**src/sv/pbd_ram.sv**
```systemverilog
// Generic single-write, single-read RAM with registered read data.
`timescale 1ns / 1ps

module pbd_ram #(
    parameter int DATA_W = 8,
    parameter int DEPTH  = 256
) (
    input  logic                     aclk,
    input  logic                     wr_en,
    input  logic [$clog2(DEPTH)-1:0] wr_addr,
    input  logic [DATA_W-1:0]        wr_data,
    input  logic                     rd_en,
    input  logic [$clog2(DEPTH)-1:0] rd_addr,
    output logic [DATA_W-1:0]        rd_data
);

    logic [DATA_W-1:0] mem_reg [DEPTH];
    logic [DATA_W-1:0] rd_data_reg;

    always_ff @(posedge aclk) begin
        if (wr_en) begin
            mem_reg[wr_addr] <= wr_data;
        end
        if (rd_en) begin
            rd_data_reg <= mem_reg[rd_addr];
        end
    end

    assign rd_data = rd_data_reg;

endmodule

```
**config.mk**
```make
export PLATFORM = sky130hd
export DESIGN_NAME = pbd_ram
export DESIGN_NICKNAME = d
export VERILOG_FILES = /design/src/sv/pbd_ram.sv
export SDC_FILE = /design/constraint.sdc
export NUM_CORES = 2
export LEC_CHECK = 0
export ABC_CLOCK_PERIOD_IN_PS = 3100
export BUFFER_PORTS_ARGS = -buffer_cell sky130_fd_sc_hd__buf_2
export CORE_UTILIZATION = 47
export CTS_CLUSTER_SIZE = 8
export DETAILED_ROUTE_END_ITERATION = 7
export REMOVE_ABC_BUFFERS = 1
export SLEW_MARGIN = 20
export SYNTH_ARGS = -nofsm -noshare
export SYNTH_HDL_FRONTEND = slang
export SYNTH_SLANG_ARGS = --single-unit
```
**constraint.sdc**
```tcl
create_clock -name aclk -period 3.1 [get_ports aclk]
set_clock_uncertainty 0.2 [all_clocks]
set_input_delay 0.31 -clock aclk [delete_from_list [all_inputs] [get_ports aclk]]
set_output_delay 0.31 -clock aclk [all_outputs]
set_load 0.1 [all_outputs]
```
# ---- Word-level counts from Yosys, hierarchy flattened
# Memory sizes are Yosys's and may differ from the RTL's. A register that Yosys moved wholly into a read port is not among the register bits.
# Cells that the tools add are included.
dict set report totals {
  memories 1
  ram_bits 2048
  inputBits 27
  output_inout_bits 8
  regBits 0
  word_cells 3
}
# name words width read_ports rd_ports_with_merged_regs write_ports line
set mem_list {}
lappend mem_list {mem_reg 256 8 1 1 1 17} ;# logic [DATA_W-1:0] mem_reg [DEPTH];
dict set report classes {
  mux 2
}
# operator n
set ops {}
lappend ops {{$mux W1} 2}

# ---- Longest topological paths before layout
dict set report depth {
  depth_word 2
  depth_mapped 11
  mapped_depth_nobuf 6
}

# ---- Least setup slack after synthesis
# Ideal clock, no wire load.
dict set report synth_path {
  path_type {input to register}
  start {in rd_addr[0]}
  end {reg rd_data_reg[2], in the netlist rd_data[2] (read register of mem_reg), data pin}
  path_stages 9
  required_ns 2.631
  path_slack_ns 0.514
  path_buffers 4
  setup_ns 0.269
  arrival_ns 2.117
  path_cell_list {buf_6 buf_12 buf_8 buf_2 mux4_2 a22oi_1 a21oi_1 nor4_1 nor4_2}
}
# element line
set synth_rtl {}
lappend synth_rtl {{from (decl)} 13} ;# input logic [$clog2(DEPTH)-1:0] rd_addr,
lappend synth_rtl {{to (decl)} 18} ;# logic [DATA_W-1:0] rd_data_reg;

==> results by group <==
Final layout
  – Area of the multi-input gates: 16520 um^2
  – Max FFs per register: slightly above 2000
  – # fillers: 12470
  – Register area: 61740 um^2
  – Synthesis-to-finish area growth: 18.91%
  – Most frequent cells in the layout: 2056 x edfxtp_1, 534 x buf_4, 454 x mux4_2
  – Share of cells above drive strength 1: 0.3201
  – Commonest non-fill, non-tap cell in the layout: edfxtp_1
  – Nets: around 4500
  – Non-Filler Instances: between 6000 and 7000

Synthesis
  – Post-synthesis cell type count: between 50 and 60
  – Post-synthesis sequential area ratio: 0.7753
  – Synth warn: 0
  – Post-Syn Area: approximately 80000 um^2
  – Flops & latches, synth: 2056
  – Post-synth EDFFs: 2056
  – Mapped Avg Cell Area: about 21 um^2
  – Synth async-reset ratio: 0
  – Syn Inst Count: roughly 3700
  – Most used flip-flop cell after synthesis: edfxtp_1

GRT
  – Largest net degree at the start of global routing: about 100
  – Tot GR Track Use: 0.2452
  – Vias in the first global route: approximately 42000
  – Initial antenna violation count: 10
  – Grt total ovfl: 0
  – First-pass GRT wire length: approximately 300000 um

Power
  – Clock power share: 0.455
  – Sw Share: 0.2072
  – Cell Pwr Density: ~660 nW/um^2
  – Max IR drop VDD: between 0.7 and 0.8 mV
  – Design Power: 62.39 mW
  – P_sw: roughly 13 mW
  – Reg power frac: 0.493
  – Combinational share of power: 0.052
  – Pleak: ~31 nW
  – P_int: roughly 49 mW

Timing
  – Final setup viols: 0
  – Relative slew slack: 0.3360
  – Final hold slack: around 0.16 ns
  – RSZ-0062 raised after global routing: false
  – Part of the cycle the worst path needs: 0.9724
  – Worst slew pin tran: between 0.9 and 1 ns
  – Setup ws final: approximately 0.086 ns
  – Min Tclk post-route: approximately 3 ns
  – Top achievable clock speed: ~0.33 GHz
  – Hold Vio Cnt, Final: 0
  – Final slew viol count: 0

Floorplan
  – Die Y: just over 400 um
  – Die extent in x: 413.6 um
  – Row count: 150
  – Ports: 35
  – Core ar.: about 170000 um^2
  – Starting Density: 0.4746
  – Die Area: around 170000 um^2

Critical path
  – Arrival @ worst endpoint: about 3.5 ns
  – R2R depth: 7
  – CP startpoint: mem_reg[195][5]
  – CP Data Required Time: around 3.5 ns
  – Biggest cell delay along the critical path: ~0.52 ns
  – Largest delay contributor family on the critical path: compound AO/OA/AOI/OAI gates
  – Buf/Inv on CP: 1
  – Kind of critical path: reg -> reg
  – Worst r2r src: mem_reg[195][5]
  – Largest fanout on the critical path: 1
  – Cell Chain, Critical Path: mux4_2 > a22o_1 > a221oi_1 > buf_4 > o32ai_1 > nor3_2 > nor4_1
  – Startpoint types: flip-flop
  – Reg2Reg Capture Point: rd_data[5]
  – Flop2flop setup slack: 0.09 ns
  – CP max stage cell: mux4_2
  – CP Capture Type: flip-flop

Clock tree
  – Clock sinks: slightly above 2000
  – Post-CTS Setup Repair Bufs: 0
  – H-tree Lvls: 5
  – Clk root buf: clkbuf_16
  – Skew-Pair Late Insertion Delay: between 0.9 and 1 ns
  – Clk slew on worst S/H paths: roughly 0.050 ns
  – CTS buffer count: just over 300
  – Clock Path Buffers: 4
  – TritonCTS clock tree: built

Drt
  – WL/cell: 30.83 um
  – Via Count: 40870
  – Post-DRT Antenna Nets: 0
  – DR vias/cell: ~6.1
  – Final Routed Wirelength: ~210000 um
  – DRT iter0 DRCs: about 4800
  – First-pass DRT Iterations: 5
  – Residual DRC: 0

Run status
  – Run status: finished clean

Placed design
  – Dpl hpwl: about 130000 um
  – Gpl congestion: 0.8388
  – Dpl cells: about 6300
  – DP Worst Slack: -1.004 ns
  – I/O Buffers: 34

Worst hold path
  – Hold Crit Depth: 4
  – Hold Path Origin: wr_en
  – Hold Path End: mem_reg[115][6]
  – Worst hold path type: in -> reg

Job
  – Max Cap Viol: 0
layer usage:
metal | wire, um | GRT usage | share of wire
met4 | 5412 | 0.07189 | 0.026
met2 | 99410 | 0.3887 | 0.48
met3 | 15360 | 0.04405 | 0.075
met5 | 34 | 0 | 0.00017
met1 | 85620 | 0.3495 | 0.42
worst max path at each step:
stage	end	slack, ns	cells past startpoint
detailed placement	rd_data[5]	-1.00	10
floorplan	rd_data[6]	0.1	6
global route	rd_data[5]	0.06	8
global placement	rd_data[2]	-0.97	8
CTS	rd_data[5]	0.02	8
finish	rd_data[5]	0.09	7
synth_stat cells (all sizes together) (31+ instances only):
library cell     n  share of area
a21oi           96         0.0060
a22oi          133          0.013
buf            122          0.013
clkbuf         111         0.0052
edfxtp        2056           0.78
mux2i          134          0.017
mux4           456           0.13
nand2           33         0.0016
nand3           34         0.0021
nor2           282          0.013
nor2b           31         0.0024
o221ai          47         0.0052
tightest hold or removal path, delay by kind of cell:
kind                   cells  cell delay (ns)
buffers and inverters      2             0.44
and+or+nand+nor            2             0.29
layout make-up:
type                            count  share of cell area
Timing Repair Buffer              650             0.06094
Inverter                            2          0.00007928
Clock inverter                      9            0.001150
Sequential cell                  2056              0.6520
Antenna cell                        2          0.00005285
Tap cell                         2204             0.02912
Multi-Input combinational cell   1442              0.1745
Clock buffer                      311             0.08219
power by group through the flow:
stage / Combinational, mW / Sequential (mW) / Clock, mW
floorplan: 1.08 / 31.4 / 0
global placement: 3.19 / 31.3 / 0
detailed placement: 3.22 / 31.3 / 0
CTS: 3.25 / 30.8 / 28.8
global route: 3.39 / 30.7 / 29.9
finish: 3.22 / 30.8 / 28.4
logic make-up after synthesis:
family,after synthesis,synth area share
DFF,2056,0.7753
and+or+nand+nor,466,0.02625
buffers and inverters,235,0.01829
AOI/OAI and AO/OA,385,0.03416
muxes,591,0.1460
timing repair:
| action | 4_1_cts | 5_1_grt |
|---|---|---|
| endpoints found under the setup margin | 2 | 2 |
| gates resized for setup | 2 | 2 |
| hold buffers | 18 | 0 |
| endpoints found under the hold margin | 1682 | 0 |
stage by stage:
step	cell area, um^2	setup TNS (ns)	util
after floorplan	78190	0	-
after global placement	86580	-4.812	0.5160
after detailed placement	86590	-4.699	0.5161
after CTS	94680	0	0.5643
after global routing	94690	0	0.5643
final	94690	0	0.5644
No activity file was read; power rests on OpenSTA's default activity.
