===== src/sv/pbd_pkg.sv =====
// Shared types, constants and lookup functions for the palette Bayer dither core.
`timescale 1ns / 1ps

package pbd_pkg;

    localparam int PIX_W       = 8;
    localparam int PIXELS      = 8;
    localparam int BLOCKS      = PIXELS / 2;
    localparam int LUMA_W      = 8;
    localparam int PAT_W       = 4;
    localparam int LUT_W       = PAT_W + LUMA_W;
    localparam int LUT_DEPTH   = 256;
    localparam int LUT_COPIES  = 2 * PIXELS;
    localparam int GAMMA_DEPTH = 256;

    typedef enum logic [1:0] {
        MODE_GAMMA   = 2'd0,
        MODE_PALETTE = 2'd1,
        MODE_ROW     = 2'd2,
        MODE_PAIR    = 2'd3
    } mode_t;

    typedef logic [LUT_COPIES-1:0][LUMA_W-1:0] luma_vec_t;
    typedef logic [BLOCKS-1:0][PAT_W-1:0]      pat_vec_t;

    typedef struct packed {
        logic             en;
        logic [7:0]       addr;
        logic [LUT_W-1:0] data;
    } lut_wr_t;

    function automatic logic [3:0] bayer(input logic [1:0] phase, input logic [1:0] col);
        logic [3:0] v;
        case ({phase, col})
            4'h0: v = 4'd0;   4'h1: v = 4'd8;   4'h2: v = 4'd2;   4'h3: v = 4'd10;
            4'h4: v = 4'd12;  4'h5: v = 4'd4;   4'h6: v = 4'd14;  4'h7: v = 4'd6;
            4'h8: v = 4'd3;   4'h9: v = 4'd11;  4'hA: v = 4'd1;   4'hB: v = 4'd9;
            4'hC: v = 4'd15;  4'hD: v = 4'd7;   4'hE: v = 4'd13;  4'hF: v = 4'd5;
            default: v = 4'd0;
        endcase
        return v;
    endfunction

    function automatic logic [1:0] upper_pat(input logic [2:0] lv, input logic [1:0] vr);
        logic [1:0] p;
        case ({lv, vr})
            5'b001_00: p = 2'h2;  5'b001_01: p = 2'h1;
            5'b010_00: p = 2'h2;  5'b010_01: p = 2'h1;  5'b010_10: p = 2'h2;
            5'b011_00: p = 2'h1;  5'b011_01: p = 2'h2;
            5'b011_10: p = 2'h3;  5'b011_11: p = 2'h3;
            5'b100_00: p = 2'h3;
            default:   p = 2'h0;
        endcase
        return p;
    endfunction

    function automatic logic [1:0] lower_pat(input logic [2:0] lv, input logic [1:0] vr);
        logic [1:0] p;
        case ({lv, vr})
            5'b001_10: p = 2'h2;  5'b001_11: p = 2'h1;
            5'b010_00: p = 2'h1;  5'b010_01: p = 2'h2;
            5'b010_10: p = 2'h2;  5'b010_11: p = 2'h3;
            5'b011_00: p = 2'h3;  5'b011_01: p = 2'h3;
            5'b011_10: p = 2'h1;  5'b011_11: p = 2'h2;
            5'b100_00: p = 2'h3;
            default:   p = 2'h0;
        endcase
        return p;
    endfunction

endpackage


===== src/sv/pbd_palette.sv =====
// Palette entry conversion: gamma-corrected luma to level, variant and 2x2 pattern.
`timescale 1ns / 1ps

module pbd_palette
    import pbd_pkg::*;
(
    input  logic          wr_valid,
    input  logic [7:0]    entry_index,
    input  logic [7:0]    gamma_q,
    output lut_wr_t       lut_wr
);

    logic [8:0] lv_sum;
    logic [2:0] lv;
    logic [1:0] vr;
    logic [1:0] pt;
    logic [1:0] pb;

    always_comb begin
        lv_sum = {1'b0, gamma_q} + 9'd32;
        lv     = lv_sum[8:6];
        if (lv == 3'd0 || lv == 3'd4) begin
            vr = 2'd0;
        end else begin
            vr = entry_index[5:4];
        end
        pt = upper_pat(lv, vr);
        pb = lower_pat(lv, vr);
        lut_wr.en   = wr_valid;
        lut_wr.addr = entry_index;
        lut_wr.data = {pb, pt, gamma_q};
    end

endmodule


===== config.mk =====
export PLATFORM = sky130hd
export DESIGN_NAME = pbd_palette
export DESIGN_NICKNAME = d
export VERILOG_FILES = /design/src/sv/pbd_pkg.sv /design/src/sv/pbd_palette.sv
export SDC_FILE = /design/constraint.sdc
export NUM_CORES = 1
export LEC_CHECK = 0
export BUFFER_PORTS_ARGS = -buffer_cell sky130_fd_sc_hd__buf_4
export CORE_AREA = 2 2 39 41
export DETAILED_ROUTE_END_ITERATION = 8
export DIE_AREA = 0 0 41 43
export PLACE_DENSITY = 0.66
export SLEW_MARGIN = 10
export SYNTH_ARGS = -nofsm -noshare
export SYNTH_HDL_FRONTEND = slang
export SYNTH_SLANG_ARGS = --single-unit

===== constraint.sdc =====
create_clock -name vclk -period 3.25
set_input_delay 0.65 -clock vclk [all_inputs]
set_output_delay 0.65 -clock vclk [all_outputs]
set_load 0.02 [all_outputs]

== Word level (Yosys, flattened, before mapping) ==
Memories as Yosys holds them, arrays and structs flattened.
Index checks and enable logic that the tools add are counted.
Storage, ports and cells
  output and inout bits: 21
  memories: 2
  bits of input ports: 17
  bits in read-only memories: 128
  register bits after elaboration: 0
  latch bits: 0
  bits in writable memories: 0
Operators by class
  bitwise operators: 0
  divide/modulo/power cells: 0
  equal/unequal tests: 1
  $mul: 0
  $lt $le $gt $ge: 0
  reductions and logical operators: 2
  shifts and indexed selects: 0
  $add $sub $neg: 1
  muxes and demuxes: 1
Memories
  (no name shown): depth 32, bits a word 2, read ports 1, clocked after Yosys merged registers in 0, write ports 0, RTL line pbd_pkg.sv:46  | case ({lv, vr})
  (no name shown): depth 32, bits a word 2, read ports 1, clocked after Yosys merged registers in 0, write ports 0, RTL line pbd_pkg.sv:59  | case ({lv, vr})
Operators with widths (count)
  8-bit by 6-bit adder with 9-bit output (second input constant): 1
  3-bit equality test (second input constant): 1
  3-bit logical NOT: 1
  2-bit two-way mux: 1
  1-bit logical OR: 1

== Longest topological paths before layout ==
An unclocked memory read counts as a cell.
  word-level depth: 5
  depth in mapped cells: 7
  gate-level depth less buffers: 7

== Worst setup path before layout ==
No wires, ideal clock.
  path type: input port to output port
  start point: input port gamma_q[5]
  end point: output port lut_wr[11] in the netlist's numbering
  stages: 7
  setup slack: 0.510 ns
  arrival time: 2.090 ns
  path through: ha_1 > xor2_2 > o21ai_0 > inv_1 > ha_1 > xnor2_1 > a211o_2
RTL lines
  start, declared: RTL line pbd_palette.sv:9  | input logic [7:0] gamma_q,
  end, declared: RTL line pbd_palette.sv:10  | output lut_wr_t lut_wr

==> impl_metrics.prom <==
# TYPE chip_impl_metric gauge
chip_impl_info{name="run_status",value="finished, final reports clean"} 1
chip_impl_metric{name="grt_pass1_vias",unit=""} 258
chip_impl_metric{name="final_min_period_over_clock_period",unit="%"} 93.9
chip_impl_metric{name="power_frac_seq",unit="%"} 0
chip_impl_info{name="cp_top_family",value="compound AO/OA/AOI/OAI gates"} 1
chip_impl_metric{name="post-route-min-period",unit="ps"} 3050
chip_impl_metric{name="viasPerCell",unit=""} 4.93
chip_impl_metric{name="grt_start_max_net_pins",unit=""} 11
chip_impl_info{name="cp_cell_sequence",value="buf_4 -> ha_1 -> xor2_2 -> o21ai_0 -> inv_1 -> ha_1 -> xnor2_1 -> a211o_2 -> buf_4"} 1
chip_impl_metric{name="synth.avg_cell_area",unit="sq um"} 7.79
chip_impl_metric{name="cts_hold_repair.buffers",unit=""} 0
chip_impl_metric{name="total_number_of_yosys_warnings",unit=""} 0
chip_impl_metric{name="crit_required",unit="ps"} 2600
chip_impl_metric{name="post_cts_resized",unit=""} 0
chip_impl_metric{name="first_pass_iters",unit=""} 4
chip_impl_metric{name="first_pass_grt_wire_length",unit="um"} 1090
chip_impl_metric{name="fin_setup_tns",unit="ps"} 0
chip_impl_metric{name="swShare",unit="%"} 53.4
chip_impl_metric{name="syn_to_final_growth",unit="%"} -1.64
chip_impl_metric{name="final-max-slew-violation-count",unit=""} 0
chip_impl_metric{name="syn-instance-count",unit=""} 49
chip_impl_metric{name="top_level_ports",unit=""} 38
chip_impl_metric{name="finalSetupViolCount",unit=""} 0
chip_impl_metric{name="antenna-diode-count",unit=""} 0
chip_impl_metric{name="clockBufferCount",unit=""} 0
chip_impl_info{name="cp_slowest_cell",value="sky130_fd_sc_hd__a211o_2"} 1
chip_impl_metric{name="row_count",unit=""} 14
chip_impl_metric{name="power_report.internal_total",unit="uW"} 41.2
chip_impl_metric{name="grt.overflow.total",unit=""} 0
chip_impl_metric{name="synth_sequential_area_ratio",unit="%"} 0
chip_impl_metric{name="holdPathStages",unit=""} 0
chip_impl_info{name="crit_end_category",value="output port"} 1
chip_impl_metric{name="delay_of_the_slowest_cell_on_the_worst_path",unit="ps"} 330
chip_impl_metric{name="die_area",unit="sq um"} 1760
chip_impl_metric{name="p_leak",unit="uW"} 0.000195
chip_impl_metric{name="die_w",unit="um"} 41
chip_impl_metric{name="sequential_cell_area",unit="sq um"} 0
chip_impl_metric{name="number_of_sequential_cells_in_the_layout",unit=""} 0
chip_impl_metric{name="cp_max_fo",unit=""} 5
chip_impl_info{name="setup_repair_after_global_routing_missed_its_margin",value="no"} 1
chip_impl_metric{name="detailroute.via_count",unit=""} 301
chip_impl_metric{name="gp_congestion",unit=""} 0.689
chip_impl_metric{name="cp.arrival",unit="ps"} 2400
chip_impl_metric{name="grtUsageTotal",unit="%"} 8.20
chip_impl_metric{name="clkPwrFrac",unit="%"} 0
chip_impl_metric{name="die_y_extent",unit="um"} 43
chip_impl_info{name="worst_setup_start_kind",value="input port"} 1
chip_impl_metric{name="ant_nets",unit=""} 0
chip_impl_metric{name="post_drt_wl_per_cell",unit="um"} 12.0
chip_impl_info{name="timing.hold.worst.class",value="input port to output port"} 1
chip_impl_metric{name="antenna_found_initial",unit=""} 0
chip_impl_metric{name="fraction_of_final_layout_cells_sized_beyond_drive_strength_1",unit="%"} 40.0
chip_impl_metric{name="detail_route.iter0.violations",unit=""} 11
chip_impl_metric{name="worst_pin_slew",unit="ps"} 366
chip_impl_metric{name="max_cap_violations",unit=""} 0
chip_impl_metric{name="timing.critical_path.buf_inv",unit=""} 3
chip_impl_metric{name="multi_input_area",unit="sq um"} 239
chip_impl_metric{name="fill_cells",unit=""} 156
chip_impl_metric{name="setup_slack",unit="ps"} 199
chip_impl_info{name="worstSetupPathType",value="input port to output port"} 1
chip_impl_metric{name="synth.distinct_cells",unit=""} 21
chip_impl_metric{name="place.port_buffers",unit=""} 14
chip_impl_metric{name="detail_route.wirelength",unit="um"} 730
chip_impl_metric{name="core",unit="sq um"} 1380
chip_impl_metric{name="share_comb_of_total_power",unit="%"} 100.0
chip_impl_metric{name="power_switching",unit="uW"} 47.1
chip_impl_metric{name="ir_worst_vdd",unit="uV"} 66.5
chip_impl_metric{name="cts_setup_buffers",unit=""} 0
chip_impl_metric{name="initial_utilization",unit="%"} 27.6
chip_impl_metric{name="synth_nets",unit=""} 69
chip_impl_metric{name="cp_num_cells",unit=""} 9
chip_impl_metric{name="drcViolationCount",unit=""} 0
chip_impl_metric{name="dp.cells",unit=""} 61
chip_impl_metric{name="final_net_count",unit=""} 67
chip_impl_metric{name="max-slew-margin-rel",unit="%"} 75.4
chip_impl_metric{name="pre_cts_slack",unit="ps"} 176
chip_impl_metric{name="layoutNonFillerInstCount",unit=""} 61
chip_impl_metric{name="synth.cell_area",unit="sq um"} 382
chip_impl_metric{name="number_of_hold_violations_in_the_final_report",unit=""} 0
chip_impl_metric{name="max_freq",unit="MHz"} 328
chip_impl_metric{name="power.density_cell_area",unit="nW/um^2"} 235
-- metrics by stage --
stage | hold slack [ps] | power (uW) | instance area, sq um | util [%]
after floorplan | 1410 | 82.1 | 382 | -
final | 1300 | 88.3 | 375 | 27.1
after detailed placement | 1300 | 89.1 | 375 | 27.1
after global routing | 1300 | 95.5 | 375 | 27.1
after global placement | 1300 | 86.6 | 375 | 27.1
after CTS | 1300 | 89.3 | 375 | 27.1
-- cell usage in the layout, fill, tap and decap left out, types with 2 or more instances in the layout --
cell,Yosys,layout
sky130_fd_sc_hd__nor2_1,3,3
sky130_fd_sc_hd__o21ai_0,2,2
sky130_fd_sc_hd__inv_1,3,3
sky130_fd_sc_hd__buf_4,17,14
sky130_fd_sc_hd__ha_1,3,3
sky130_fd_sc_hd__xnor2_1,2,2
sky130_fd_sc_hd__a211o_1,2,2
sky130_fd_sc_hd__mux2i_1,2,2
sky130_fd_sc_hd__nor4_1,3,3
-- routing by layer --
layer  routed length [um]  global-route usage (%)  vias up
met4                    0                    2.00        0
met1                  279                    10.5      136
met3                   80                       0        0
li1                     -                       -      147
met2                  370                    14.4       18
met5                    0                       0        -
-- cell families (layout without fill, tap and decap cells) --
logic type               Yosys count  count (layout)  synth area share [%]
AO/OA/AOI/OAI                      8               8                  15.7
buffers and inverters             21              17                  37.4
XOR/XNOR                           4               4                  16.1
multiplexers                       2               2                  5.25
adder cells (fa/ha/maj)            3               3                  9.84
AND/OR/NAND/NOR                   11              11                  15.7
-- Yosys cell counts, drive strengths merged --
library cell	number	area (sq um)
nand3	1	5.00
clkbuf	1	3.75
a2bb2oi	1	8.76
nor4	3	18.8
xor2	1	16.3
nand2b	1	6.26
a21boi	1	7.51
a211o	3	27.5
ha	3	37.5
and3	2	13.8
buf	17	128
mux2i	2	20.0
a31oi	1	6.26
nor3	1	5.00
nor2	3	11.3
xnor2	3	45.1
o21ai	2	10.0
inv	3	11.3
-- power by group through the flow --
stage	Combinational (uW)	Sequential, uW	Clock [uW]
after floorplan	82.1	0	0
after global placement	86.6	0	0
after detailed placement	89.1	0	0
after CTS	89.3	0	0
after global routing	95.5	0	0
final	88.3	0	0
-- cell type report --
cell class | count | share of cell area [%]
multi-input combinational | 28 | 63.7
tap | 16 | 5.33
timing repair buffer | 14 | 28.0
inverter | 3 | 3.00
-- final timing paths --
kind	from	end	slack, ps
setup / recovery	gamma_q[5]	lut_wr[11]	200
hold / removal	gamma_q[1]	lut_wr[1]	1300
Power figures use the tool's default switching activity.
