==> config.mk <==
export PLATFORM = sky130hd
export DESIGN_NAME = pbd_dither
export DESIGN_NICKNAME = d
export VERILOG_FILES = /design/src/sv/pbd_pkg.sv /design/src/sv/pbd_dither.sv
export SDC_FILE = /design/constraint.sdc
export NUM_CORES = 1
export LEC_CHECK = 0
export ABC_AREA = 0
export BUFFER_PORTS_ARGS = -buffer_cell sky130_fd_sc_hd__buf_4
export CELL_PAD_IN_SITES_DETAIL_PLACEMENT = 1
export CELL_PAD_IN_SITES_GLOBAL_PLACEMENT = 1
export CORE_UTILIZATION = 28
export DETAILED_ROUTE_END_ITERATION = 7
export GPL_ROUTABILITY_DRIVEN = 0
export MAX_ROUTING_LAYER = met4
export PLACE_DENSITY = 0.95
export SLEW_MARGIN = 40
export SYNTH_ARGS = -nofsm -noshare
export SYNTH_HDL_FRONTEND = slang
export SYNTH_SLANG_ARGS = --single-unit
==> constraint.sdc <==
create_clock -name vclk -period 6.03
set_input_delay 1.206 -clock vclk [all_inputs]
set_output_delay 1.206 -clock vclk [all_outputs]
set_load 0.1 [all_outputs]
==> src/sv/pbd_pkg.sv <==
// Shared types, constants and lookup functions for the palette Bayer dither core.
`timescale 1ns / 1ps

package pbd_pkg;

    localparam int PIX_W       = 8;
    localparam int PIXELS      = 8;
    localparam int BLOCKS      = PIXELS / 2;
    localparam int LUMA_W      = 8;
    localparam int PAT_W       = 4;
    localparam int LUT_W       = PAT_W + LUMA_W;
    localparam int LUT_DEPTH   = 256;
    localparam int LUT_COPIES  = 2 * PIXELS;
    localparam int GAMMA_DEPTH = 256;

    typedef enum logic [1:0] {
        MODE_GAMMA   = 2'd0,
        MODE_PALETTE = 2'd1,
        MODE_ROW     = 2'd2,
        MODE_PAIR    = 2'd3
    } mode_t;

    typedef logic [LUT_COPIES-1:0][LUMA_W-1:0] luma_vec_t;
    typedef logic [BLOCKS-1:0][PAT_W-1:0]      pat_vec_t;

    typedef struct packed {
        logic             en;
        logic [7:0]       addr;
        logic [LUT_W-1:0] data;
    } lut_wr_t;

    function automatic logic [3:0] bayer(input logic [1:0] phase, input logic [1:0] col);
        logic [3:0] v;
        case ({phase, col})
            4'h0: v = 4'd0;   4'h1: v = 4'd8;   4'h2: v = 4'd2;   4'h3: v = 4'd10;
            4'h4: v = 4'd12;  4'h5: v = 4'd4;   4'h6: v = 4'd14;  4'h7: v = 4'd6;
            4'h8: v = 4'd3;   4'h9: v = 4'd11;  4'hA: v = 4'd1;   4'hB: v = 4'd9;
            4'hC: v = 4'd15;  4'hD: v = 4'd7;   4'hE: v = 4'd13;  4'hF: v = 4'd5;
            default: v = 4'd0;
        endcase
        return v;
    endfunction

    function automatic logic [1:0] upper_pat(input logic [2:0] lv, input logic [1:0] vr);
        logic [1:0] p;
        case ({lv, vr})
            5'b001_00: p = 2'h2;  5'b001_01: p = 2'h1;
            5'b010_00: p = 2'h2;  5'b010_01: p = 2'h1;  5'b010_10: p = 2'h2;
            5'b011_00: p = 2'h1;  5'b011_01: p = 2'h2;
            5'b011_10: p = 2'h3;  5'b011_11: p = 2'h3;
            5'b100_00: p = 2'h3;
            default:   p = 2'h0;
        endcase
        return p;
    endfunction

    function automatic logic [1:0] lower_pat(input logic [2:0] lv, input logic [1:0] vr);
        logic [1:0] p;
        case ({lv, vr})
            5'b001_10: p = 2'h2;  5'b001_11: p = 2'h1;
            5'b010_00: p = 2'h1;  5'b010_01: p = 2'h2;
            5'b010_10: p = 2'h2;  5'b010_11: p = 2'h3;
            5'b011_00: p = 2'h3;  5'b011_01: p = 2'h3;
            5'b011_10: p = 2'h1;  5'b011_11: p = 2'h2;
            5'b100_00: p = 2'h3;
            default:   p = 2'h0;
        endcase
        return p;
    endfunction

endpackage

==> src/sv/pbd_dither.sv <==
// Threshold compare and 2x2 block pattern selection for one row or row pair.
`timescale 1ns / 1ps

module pbd_dither
    import pbd_pkg::*;
(
    input  luma_vec_t         luma,
    input  pat_vec_t          pattern,
    input  logic [BLOCKS-1:0] uniform,
    input  logic              pair_mode,
    input  logic [1:0]        phase,
    output logic [7:0]        top_byte,
    output logic [7:0]        bottom_byte
);

    logic [1:0]        lphase;
    logic [PIXELS-1:0] w_top;
    logic [PIXELS-1:0] w_bot;

    always_comb begin
        lphase = phase + 2'd1;
        for (int k = 0; k < PIXELS; k++) begin
            w_top[k] = luma[k] > {bayer(phase, 2'(k)), 4'b1000};
            w_bot[k] = luma[PIXELS + k] > {bayer(lphase, 2'(k)), 4'b1000};
        end
        for (int i = 0; i < BLOCKS; i++) begin
            if (pair_mode && uniform[i]) begin
                top_byte[7 - 2*i -: 2]    = pattern[i][1:0];
                bottom_byte[7 - 2*i -: 2] = pattern[i][3:2];
            end else begin
                top_byte[7 - 2*i -: 2]    = {w_top[2*i], w_top[2*i + 1]};
                bottom_byte[7 - 2*i -: 2] = {w_bot[2*i], w_bot[2*i + 1]};
            end
        end
        if (!pair_mode) begin
            bottom_byte = 8'd0;
        end
    end

endmodule

# --- Word level (Yosys, flattened, before mapping) ---
# Cells that the tools add are included.
op_classes:
  addsub: 1
  n_lt_le_gt_ge: 16
  eq_ne: 6
  n_mux: 17
  reduce_logical: 6
op_table:
  columns: ["op", "count"]
  rows:
  - ["$gt 8x8->1", 16]
  - ["$pmux 4 s4", 8]
  - ["$mux 2", 8]
  - ["$eq 2x2->1 const B", 4]
  - ["$mux 8", 1]
  - ["$eq 2x1->1 const B", 2]
  - ["$logic_and 1x1->1", 4]
  - ["$logic_not 2->1", 2]
  - ["$add 2x1->2 const B", 1]
totals:
  register_bits: 0
  out_inout_bits: 16

# --- Longest topological paths before layout ---
# Gate-level depths: netlist of run 1.
logic_depth:
  depth_word: 6
  mapped_depth: 9
  depth_no_buf: 8

# --- Worst setup path before layout of run 1 ---
# No wires, ideal clock.
synth_path:
  path_kind: "input to output"
  startpoint: "input port phase[0]"
  endpoint: "output port bottom_byte[5]"
  t_arrival_ns: 5.573
  required_time_ns: 4.824
  setup_slack_ns: -0.749
  stages: 9
  n_path_buf: 1
  path_cell_list: "inv_1 ha_1 buf_4 inv_2 ha_1 a21o_1 maj3_1 a31oi_1 o41ai_1"
synth_via:
  elab_chain_len: 6
synth_rtl:
  columns: ["item", "line", "rtl"]
  rows:
  - ["start: declaration", "pbd_dither.sv:11", "input logic [1:0] phase,"]
  - ["$add 2x1->2 *", "pbd_dither.sv:21", "lphase = phase + 2'd1;"]
  - ["$eq 2x2->1 (tied with other cells)", "pbd_pkg.sv:34", "case ({phase, col})"]
  - ["$pmux 4 s4 *", "pbd_pkg.sv:34", null]
  - ["$gt 8x8->1 *", "pbd_dither.sv:24", "w_bot[k] = luma[PIXELS + k] > {bayer(lphase, 2'(k)), 4'b1000};"]
  - ["$mux 2 *", "pbd_dither.sv:27", "if (pair_mode && uniform[i]) begin"]
  - ["$mux 8 *", "pbd_dither.sv:35", "if (!pair_mode) begin"]
  - ["end: declaration", "pbd_dither.sv:13", "output logic [7:0] bottom_byte"]
# Mark *: on every way between the ends. The rest lies on a longest branch, timed or not.

# --- Worst setup path in the final report of run 1 ---
layout_path:
  startpoint: "input port phase[0]"
  endpoint: "output port bottom_byte[1]"
# The elaborated chain is that of the path after synthesis.

==> impl_metrics.tcl, run 1 <==
set metrics [dict create \
    status "completed" \
    synthesis.instances 235 \
    critical_path.max_fanout 16 \
    grt_pass1_wl_microns 12400 \
    wl_met2_microns 4150 \
    max-cap-violations 0 \
    die_area_sq_um 6940 \
    tightest_slew_ps 632 \
    fin_crit_sh 0.851 \
    core-area_sq_um 6350 \
    initial_core_util 0.291 \
    antenna_found_initial 0 \
    crit_path_cell_trace "buf_4, inv_1, ha_1, inv_2, ha_1, a21oi_1, maj3_1, o21a_1, o21ai_0, buf_4" \
    setup_viol 0 \
    syn_nets 450 \
    max_freq_ghz 0.195 \
    p_total_mw 0.348 \
    nFillCells 816 \
    dieWidth_microns 83.3 \
    dpl_worst_slack_ps 882 \
    vdd_drop_max_uv 64.0 \
    wl_met1_microns 2970 \
    worstSetupPathType "in -> out" \
    grt_max_degree 17 \
    core.rowCount 29 \
    syn_area_per_cell_sq_um 7.87 \
    vias 2547 \
    hold_class "in -> out" \
    final_antenna_net_count 0 \
    slowest_stage "ha_1" \
    route.top_layer_used "met4" \
    syn-cell-area_sq_um 1850 \
    clock_buffers 0 \
    ys_top_cells_by_area "ha_1, a21o_1, nand2_1" \
    drt_iter0_drc 26 \
    p_per_area_nw_per_um2 107 \
    final-max-slew-violation-count 0 \
    cts_resized 0 \
    dp.cells 477 \
    diodes 0 \
    slew_headroom 0.579 \
    hold_slack_ps 2800 \
    wl_met3_microns 463 \
    worst_slack_ps 901 \
    postCtsSetupBuffers 0 \
    timing.setup.tns_ps 0 \
    netlist.area_leader.share 0.433 \
    final_hold_viol_count 0 \
    rsz0062_at_grt "false" \
    drive_above_1_share 0.445 \
    track_usage 0.219 \
    io_pins 167 \
    synth_seq_area_share 0 \
    placed_area_sq_um 3240 \
    hpwl_microns 6940 \
    final_cells 477 \
    crit_required_ps 4820 \
    grt_overflow 0 \
    grt_pass1_vias 2826 \
    leakage_nw 1.72 \
    yosys.cell_types.count 35 \
    regArea_sq_um 0 \
    route.detailed.drc 0 \
    design.seq.count 0 \
    cpPeakStageDelay_ps 550 \
    cts_hold_buf 0 \
    cp-end-kind "primary output" \
    worstPathArrival_ps 3920 \
    die_y_microns 83.3 \
    drt_wl_total_microns 7690 \
    portBuffers 167 \
    ys_warn_count 0 \
    fin_area_sq_um 3240 \
    final_nets 617 \
    via_per_inst 5.34 \
    drtPass1Iterations 4 \
    wl_per_cell_microns 16.1 \
    area_delta_synth_final_pct 75.2 \
    utilization 0.511 \
    synth.largest_area_cell "ha_1" \
    crit_path_start_kind "input pin" \
    period_needed_ps 5130 \
]
[cell families (layout without fill, tap and decap cells)]
kind of cell,after synthesis,after routing,synth area share
compound gates,77,77,0.298
xor+xnor,4,4,0.0189
fa+ha+maj,68,68,0.454
buf+inv,11,176,0.0243
simple gates,75,75,0.205
[path summary, 6_finish.rpt]
path / start / end / slack [ps] / depth (start not counted)
setup / recovery: phase[0] / bottom_byte[1] / 900 / 10
hold / removal: uniform[1] / bottom_byte[5] / 2800 / 3
[placed cells by master, fill, tap and decap left out, types with 2 or more instances in the layout]
cell type    n
a211oi_1     8
a21o_1      16
a21oi_1     14
a22o_1       2
a31oi_1      2
a32o_1       2
and3_1       2
buf_4      168
ha_1        64
inv_1        7
maj3_1       4
nand2_1     22
nand3_1     10
nand4_1      6
nand4b_1     2
nor2_1      15
nor3_1       6
nor4b_1      6
o211ai_1     6
o21a_1       4
o21ai_0      4
o21bai_1     2
o22a_1       2
o2bb2ai_1    2
o311ai_0     2
o31ai_2      6
o41ai_1      2
o41ai_2      2
or3_1        2
or4_1        2
xnor2_1      2
xor2_1       2
[cell usage after synthesis, types with 2 or more instances]
cell and number:
nand4b_1 2, o211ai_1 6, o21ai_0 4, xnor2_1 2, a22o_1 2, or4_1 2, nand3_1 10, nand4_1 6
ha_1 64, o22a_1 2, o2bb2ai_1 2, a32o_1 2, o311ai_0 2, a31oi_1 2, and3_1 2, nand2_1 22
xor2_1 2, nor2_1 15, a211oi_1 8, maj3_1 4, or3_1 2, inv_1 7, o21a_1 4, o21bai_1 3
nor4b_1 6, o31ai_1 6, clkbuf_1 2, a21oi_1 14, a21o_1 16, o41ai_1 4, nor3_1 6
[power breakdown]
part | leakage [nW] | switching, mW | internal, mW | total (mW)
sequential | 0 | 0 | 0 | 0
combinational | 1.72 | 0.200 | 0.147 | 0.348
clock | 0 | 0 | 0 | 0
[critical path: cells and delay by family]
| kind | cells | cell delay [ps] |
|---|---|---|
| buffers and inverters | 4 | 980 |
| AO/OA/AOI/OAI | 3 | 470 |
| adder cells (fa/ha/maj) | 3 | 1250 |
[layout make-up]
type	instances	area (sq um)	area share
inverter	8	30.0	0.00926
timing repair buffer	168	1260	0.389
tap	77	96.3	0.0297
multi-input combinational	224	1850	0.572
[per-layer routing]
metal  up-vias  track usage
met4         0       0.0329
met2       100        0.435
met3        10       0.0179
li1       1270            -
met1      1167        0.236
met5         -            -
(Power assumes the default switching activity.)
==> inputs of run 2 (changes only) <==
- CORE_MARGIN: default -> 2
- CORE_UTILIZATION: 28 -> 23
- PLACE_DENSITY: 0.95 -> 0.91
- clock period: 6.03 -> 4.5 ns (I/O delays scaled with it)
==> run 2 against run 1 <==
  * Global-route usage fell by 3.7 points
  * Setup slack got worse by 580 ps
  * Die area rose by 27%
  * Critical path type unchanged
  * Critical endpoint is now top_byte[6]
==> impl_metrics.tcl, run 2 (synthesis gave the netlist of run 1 again) <==
set metrics [dict create \
    p_int_mw 0.206 \
    dieWidth_microns 93.7 \
    leakage_nw 1.76 \
    vdd_drop_max_uv 90.7 \
    final_hold_viol_count 0 \
    rsz0062_at_grt "false" \
    regArea_sq_um 0 \
    final-max-slew-violation-count 0 \
    crit_path_start_kind "input pin" \
    cts_resized 0 \
    vias 2579 \
    p_total_mw 0.486 \
    p_per_area_nw_per_um2 144 \
    startpoint "phase[0]" \
    drtPass1Iterations 4 \
    cp-end-kind "primary output" \
    diodes 0 \
    io_pins 167 \
    worstPathArrival_ps 3280 \
    p_seq_frac 0 \
    p_sw_mw 0.280 \
    path_common_cell "buf_4" \
    wl_per_cell_microns 16.4 \
    cpPeakStageDelay_ps 480 \
    cts_hold_buf 0 \
    crit_required_ps 3600 \
    slew_headroom 0.594 \
    postCtsSetupBuffers 0 \
    critical_path.max_fanout 15 \
    die_y_microns 93.7 \
    final_nets 620 \
    final_cells 505 \
    swShare 0.577 \
    fin_crit_sh 0.930 \
    drive_above_1_share 0.452 \
    worstSetupPathType "in -> out" \
    antenna_found_initial 0 \
    slowest_stage "nor4b_1" \
    track_usage 0.182 \
    design.seq.count 0 \
    drt_wl_total_microns 8270 \
    clock_buffers 0 \
    hpwl_microns 7500 \
    final_antenna_net_count 0 \
    timing.setup.tns_ps 0 \
    final_common_cell "buf_4" \
    grt_max_degree 16 \
    hp-start "uniform[1]" \
    setup_viol 0 \
    portBuffers 167 \
    max-cap-violations 0 \
    via_per_inst 5.11 \
    hold_class "in -> out" \
    tightest_slew_ps 607 \
    die_area_sq_um 8780 \
    core-area_sq_um 7770 \
    grt_overflow 0 \
    p_clk_frac 0 \
    period_needed_ps 4180 \
    route.detailed.drc 0 \
    status "completed" \
    initial_core_util 0.238 \
    drt_iter0_drc 33 \
    grt_pass1_vias 2785 \
    fin_area_sq_um 3370 \
    crit_path_cell_trace "buf_4, buf_4, ha_1, o21bai_1, buf_4, ha_1, nand3_1, nor2_1, nor4b_1, o31ai_4, buf_4" \
    grt_pass1_wl_microns 12800 \
    max_freq_ghz 0.239 \
    area_delta_synth_final_pct 82.4 \
    core.rowCount 32 \
    placed_area_sq_um 3370 \
    dp.cells 505 \
    combPwrFrac 1.000 \
    final_cell_mix "buf_4, ha_1, nand2_1" \
]
-- run 2: cell count changes in the layout (fill, tap and decap cells not counted), sizes merged --
| cell | change |
|---|---|
| buf | +3 |
-- run 2: area by class of cell --
cell class | instances | area (sq um)
multi-input combinational | 224 | 1930
fill | 968 | 4390
tap | 102 | 128
inverter | 8 | 30.0
timing repair buffer | 171 | 1280
-- run 2: metrics by stage --
stage | hold slack (ps) | setup slack (ps) | utilization
final | 2220 | 317 | 0.434
after global placement | 2210 | 377 | 0.434
after CTS | 2220 | 289 | 0.434
after floorplan | 2050 | 66.1 | -
after global routing | 2230 | 111 | 0.434
after detailed placement | 2220 | 296 | 0.434
-- run 2: power by group through the flow --
stage	Sequential [mW]	Clock (mW)	Combinational (mW)
floorplan	0	0	0.301
CTS	0	0	0.491
global placement	0	0	0.469
global route	0	0	0.526
detailed placement	0	0	0.490
finish	0	0	0.486
-- run 2: worst paths after layout --
kind | end | slack [ps] | cells after the start
min | bottom_byte[5] | 2220 | 3
max | top_byte[6] | 320 | 11
-- run 2: layer usage --
metal / up-vias / share of wire / track usage
met4: 0 / 0.0094 / 0.0157
li1: 1275 / - / -
met2: 99 / 0.54 / 0.365
met1: 1199 / 0.39 / 0.203
met3: 6 / 0.060 / 0.0104
met5: - / 0 / -
-- run 2: critical path: cells and delay by family --
kind,cells,cell delay [ps]
fa+ha+maj,2,450
simple gates,3,750
buf+inv,4,800
compound gates,2,370
==> inputs of run 3 (changes only) <==
==> constraint.sdc (replaced) <==
create_clock -name vclk -period 4.5
set_input_delay 0.675 -clock vclk [all_inputs]
set_output_delay 0.675 -clock vclk [all_outputs]
set_load 0.1 [all_outputs]
==> run 3 against run 2 <==
  * Critical endpoint is now bottom_byte[7]
  * Combinational power shrank 3%
  * Final cell count shrank 0.40%
  * Via count grew 0.31%
  * Highest routed layer unchanged
  * Critical path depth shrank 1
  * Total power shrank 2.9%
  * Maximum frequency grew 7.2%
  * Hold slack lost 480 ps
  * Global-route usage grew 0.50 points
  * Largest power group unchanged
==> impl_metrics.tcl, run 3 (synthesis gave the netlist of run 1 again) <==
set metrics [dict create \
    rsz0062_at_grt "false" \
    worstPathArrival_ps 3230 \
    grt_overflow 0 \
    final_nets 618 \
    hold_class "in -> out" \
    drtPass1Iterations 4 \
    portBuffers 167 \
    timing.setup.tns_ps 0 \
    core-area_sq_um 7770 \
    met1_usage 0.193 \
    drt_iter0_drc 23 \
    leakage_nw 1.72 \
    design.seq.count 0 \
    hpwl_microns 7650 \
    p_per_area_nw_per_um2 144 \
    track_usage 0.187 \
    final_common_cell "buf_4" \
    max_freq_ghz 0.256 \
    grt.met3_usage 0.0169 \
    drive_above_1_share 0.446 \
    fin_crit_sh 0.867 \
    grt_use_met2 0.382 \
    postCtsSetupBuffers 0 \
    grt_pass1_wl_microns 13000 \
    slew_headroom 0.578 \
    worstSetupPathType "in -> out" \
    initial_core_util 0.238 \
    p_sw_mw 0.273 \
    final_hold_viol_count 0 \
    vias 2587 \
    utilization 0.422 \
    via_per_inst 5.14 \
    grt_max_degree 17 \
    cts_hold_buf 0 \
    setup_viol 0 \
    final_cell_mix "buf_4, ha_1, nand2_1" \
    diodes 0 \
    hp-start "uniform[3]" \
    drt_wl_total_microns 8330 \
    antenna_found_initial 0 \
    io_pins 167 \
    period_needed_ps 3900 \
    p_seq_frac 0 \
    tightest_slew_ps 632 \
    die_area_sq_um 8780 \
    die_y_microns 93.7 \
    clock_buffers 0 \
    final_antenna_net_count 0 \
    critical_path.max_fanout 16 \
    busiest_layer "met2" \
    route.detailed.drc 0 \
    p_clk_frac 0 \
    final-max-slew-violation-count 0 \
    p_int_mw 0.199 \
    wl_per_cell_microns 16.6 \
    combPwrFrac 1.000 \
    area_delta_synth_final_pct 77.3 \
    cp-end-kind "primary output" \
    swShare 0.578 \
    grt_pass1_vias 2924 \
    status "completed" \
    crit_path_start_kind "input pin" \
    startpoint "phase[0]" \
    crit_required_ps 3830 \
    max-cap-violations 0 \
    cts_resized 0 \
    dieWidth_microns 93.7 \
    core.rowCount 32 \
    regArea_sq_um 0 \
    vdd_drop_max_uv 63.1 \
]
[run 3: cell count changes in the layout (fill, tap and decap cells not counted)]
cell	previous run	this run
o41ai_2	0	2
buf_4	171	169
o21ai_2	2	0
o21ai_1	0	2
o21bai_2	0	1
o31ai_4	6	0
o31ai_2	0	6
o41ai_4	2	0
o21bai_1	3	2
[run 3: worst paths after layout]
check	to	slack, ps	cells after the start
max	bottom_byte[7]	600	10
min	bottom_byte[0]	1740	3
[run 3: cell type report]
class,instances,area (sq um)
multi-input combinational,224,1850
fill,969,4490
inverter,8,30.0
tap,102,128
timing repair buffer,169,1270
[run 3: power groups by stage]
stage	logic (mW)	registers (mW)	clock network [mW]
6_report	0.472	0	0
5_1_grt	0.513	0	0
4_1_cts	0.476	0	0
3_5_place_dp	0.475	0	0
3_3_place_gp	0.453	0	0
2_1_floorplan	0.288	0	0
[run 3: worst max-delay path: stages]
cell	delay, ps
buf_4	210
inv_1	90
ha_1	510
inv_2	230
ha_1	350
and3_1	150
nand3_1	100
or4_1	410
a32o_1	270
buf_4	230
[run 3: metrics by stage]
step | cells | total power, mW | setup slack [ps] | instance area [sq um] | hold WS (ps)
2_1_floorplan | 235 | 0.288 | 108 | 1900 | 1720
3_3_place_gp | 503 | 0.453 | 584 | 3280 | 1740
3_5_place_dp | 503 | 0.475 | 588 | 3280 | 1740
4_1_cts | 503 | 0.476 | 582 | 3280 | 1740
5_1_grt | 503 | 0.513 | 440 | 3280 | 1750
6_report | 503 | 0.472 | 599 | 3280 | 1740
[run 3: layer usage]
layer / up-vias / part of all wire
met5: - / 0
met4: 0 / 0.018
met3: 12 / 0.064
met2: 110 / 0.54
met1: 1195 / 0.38
li1: 1270 / -
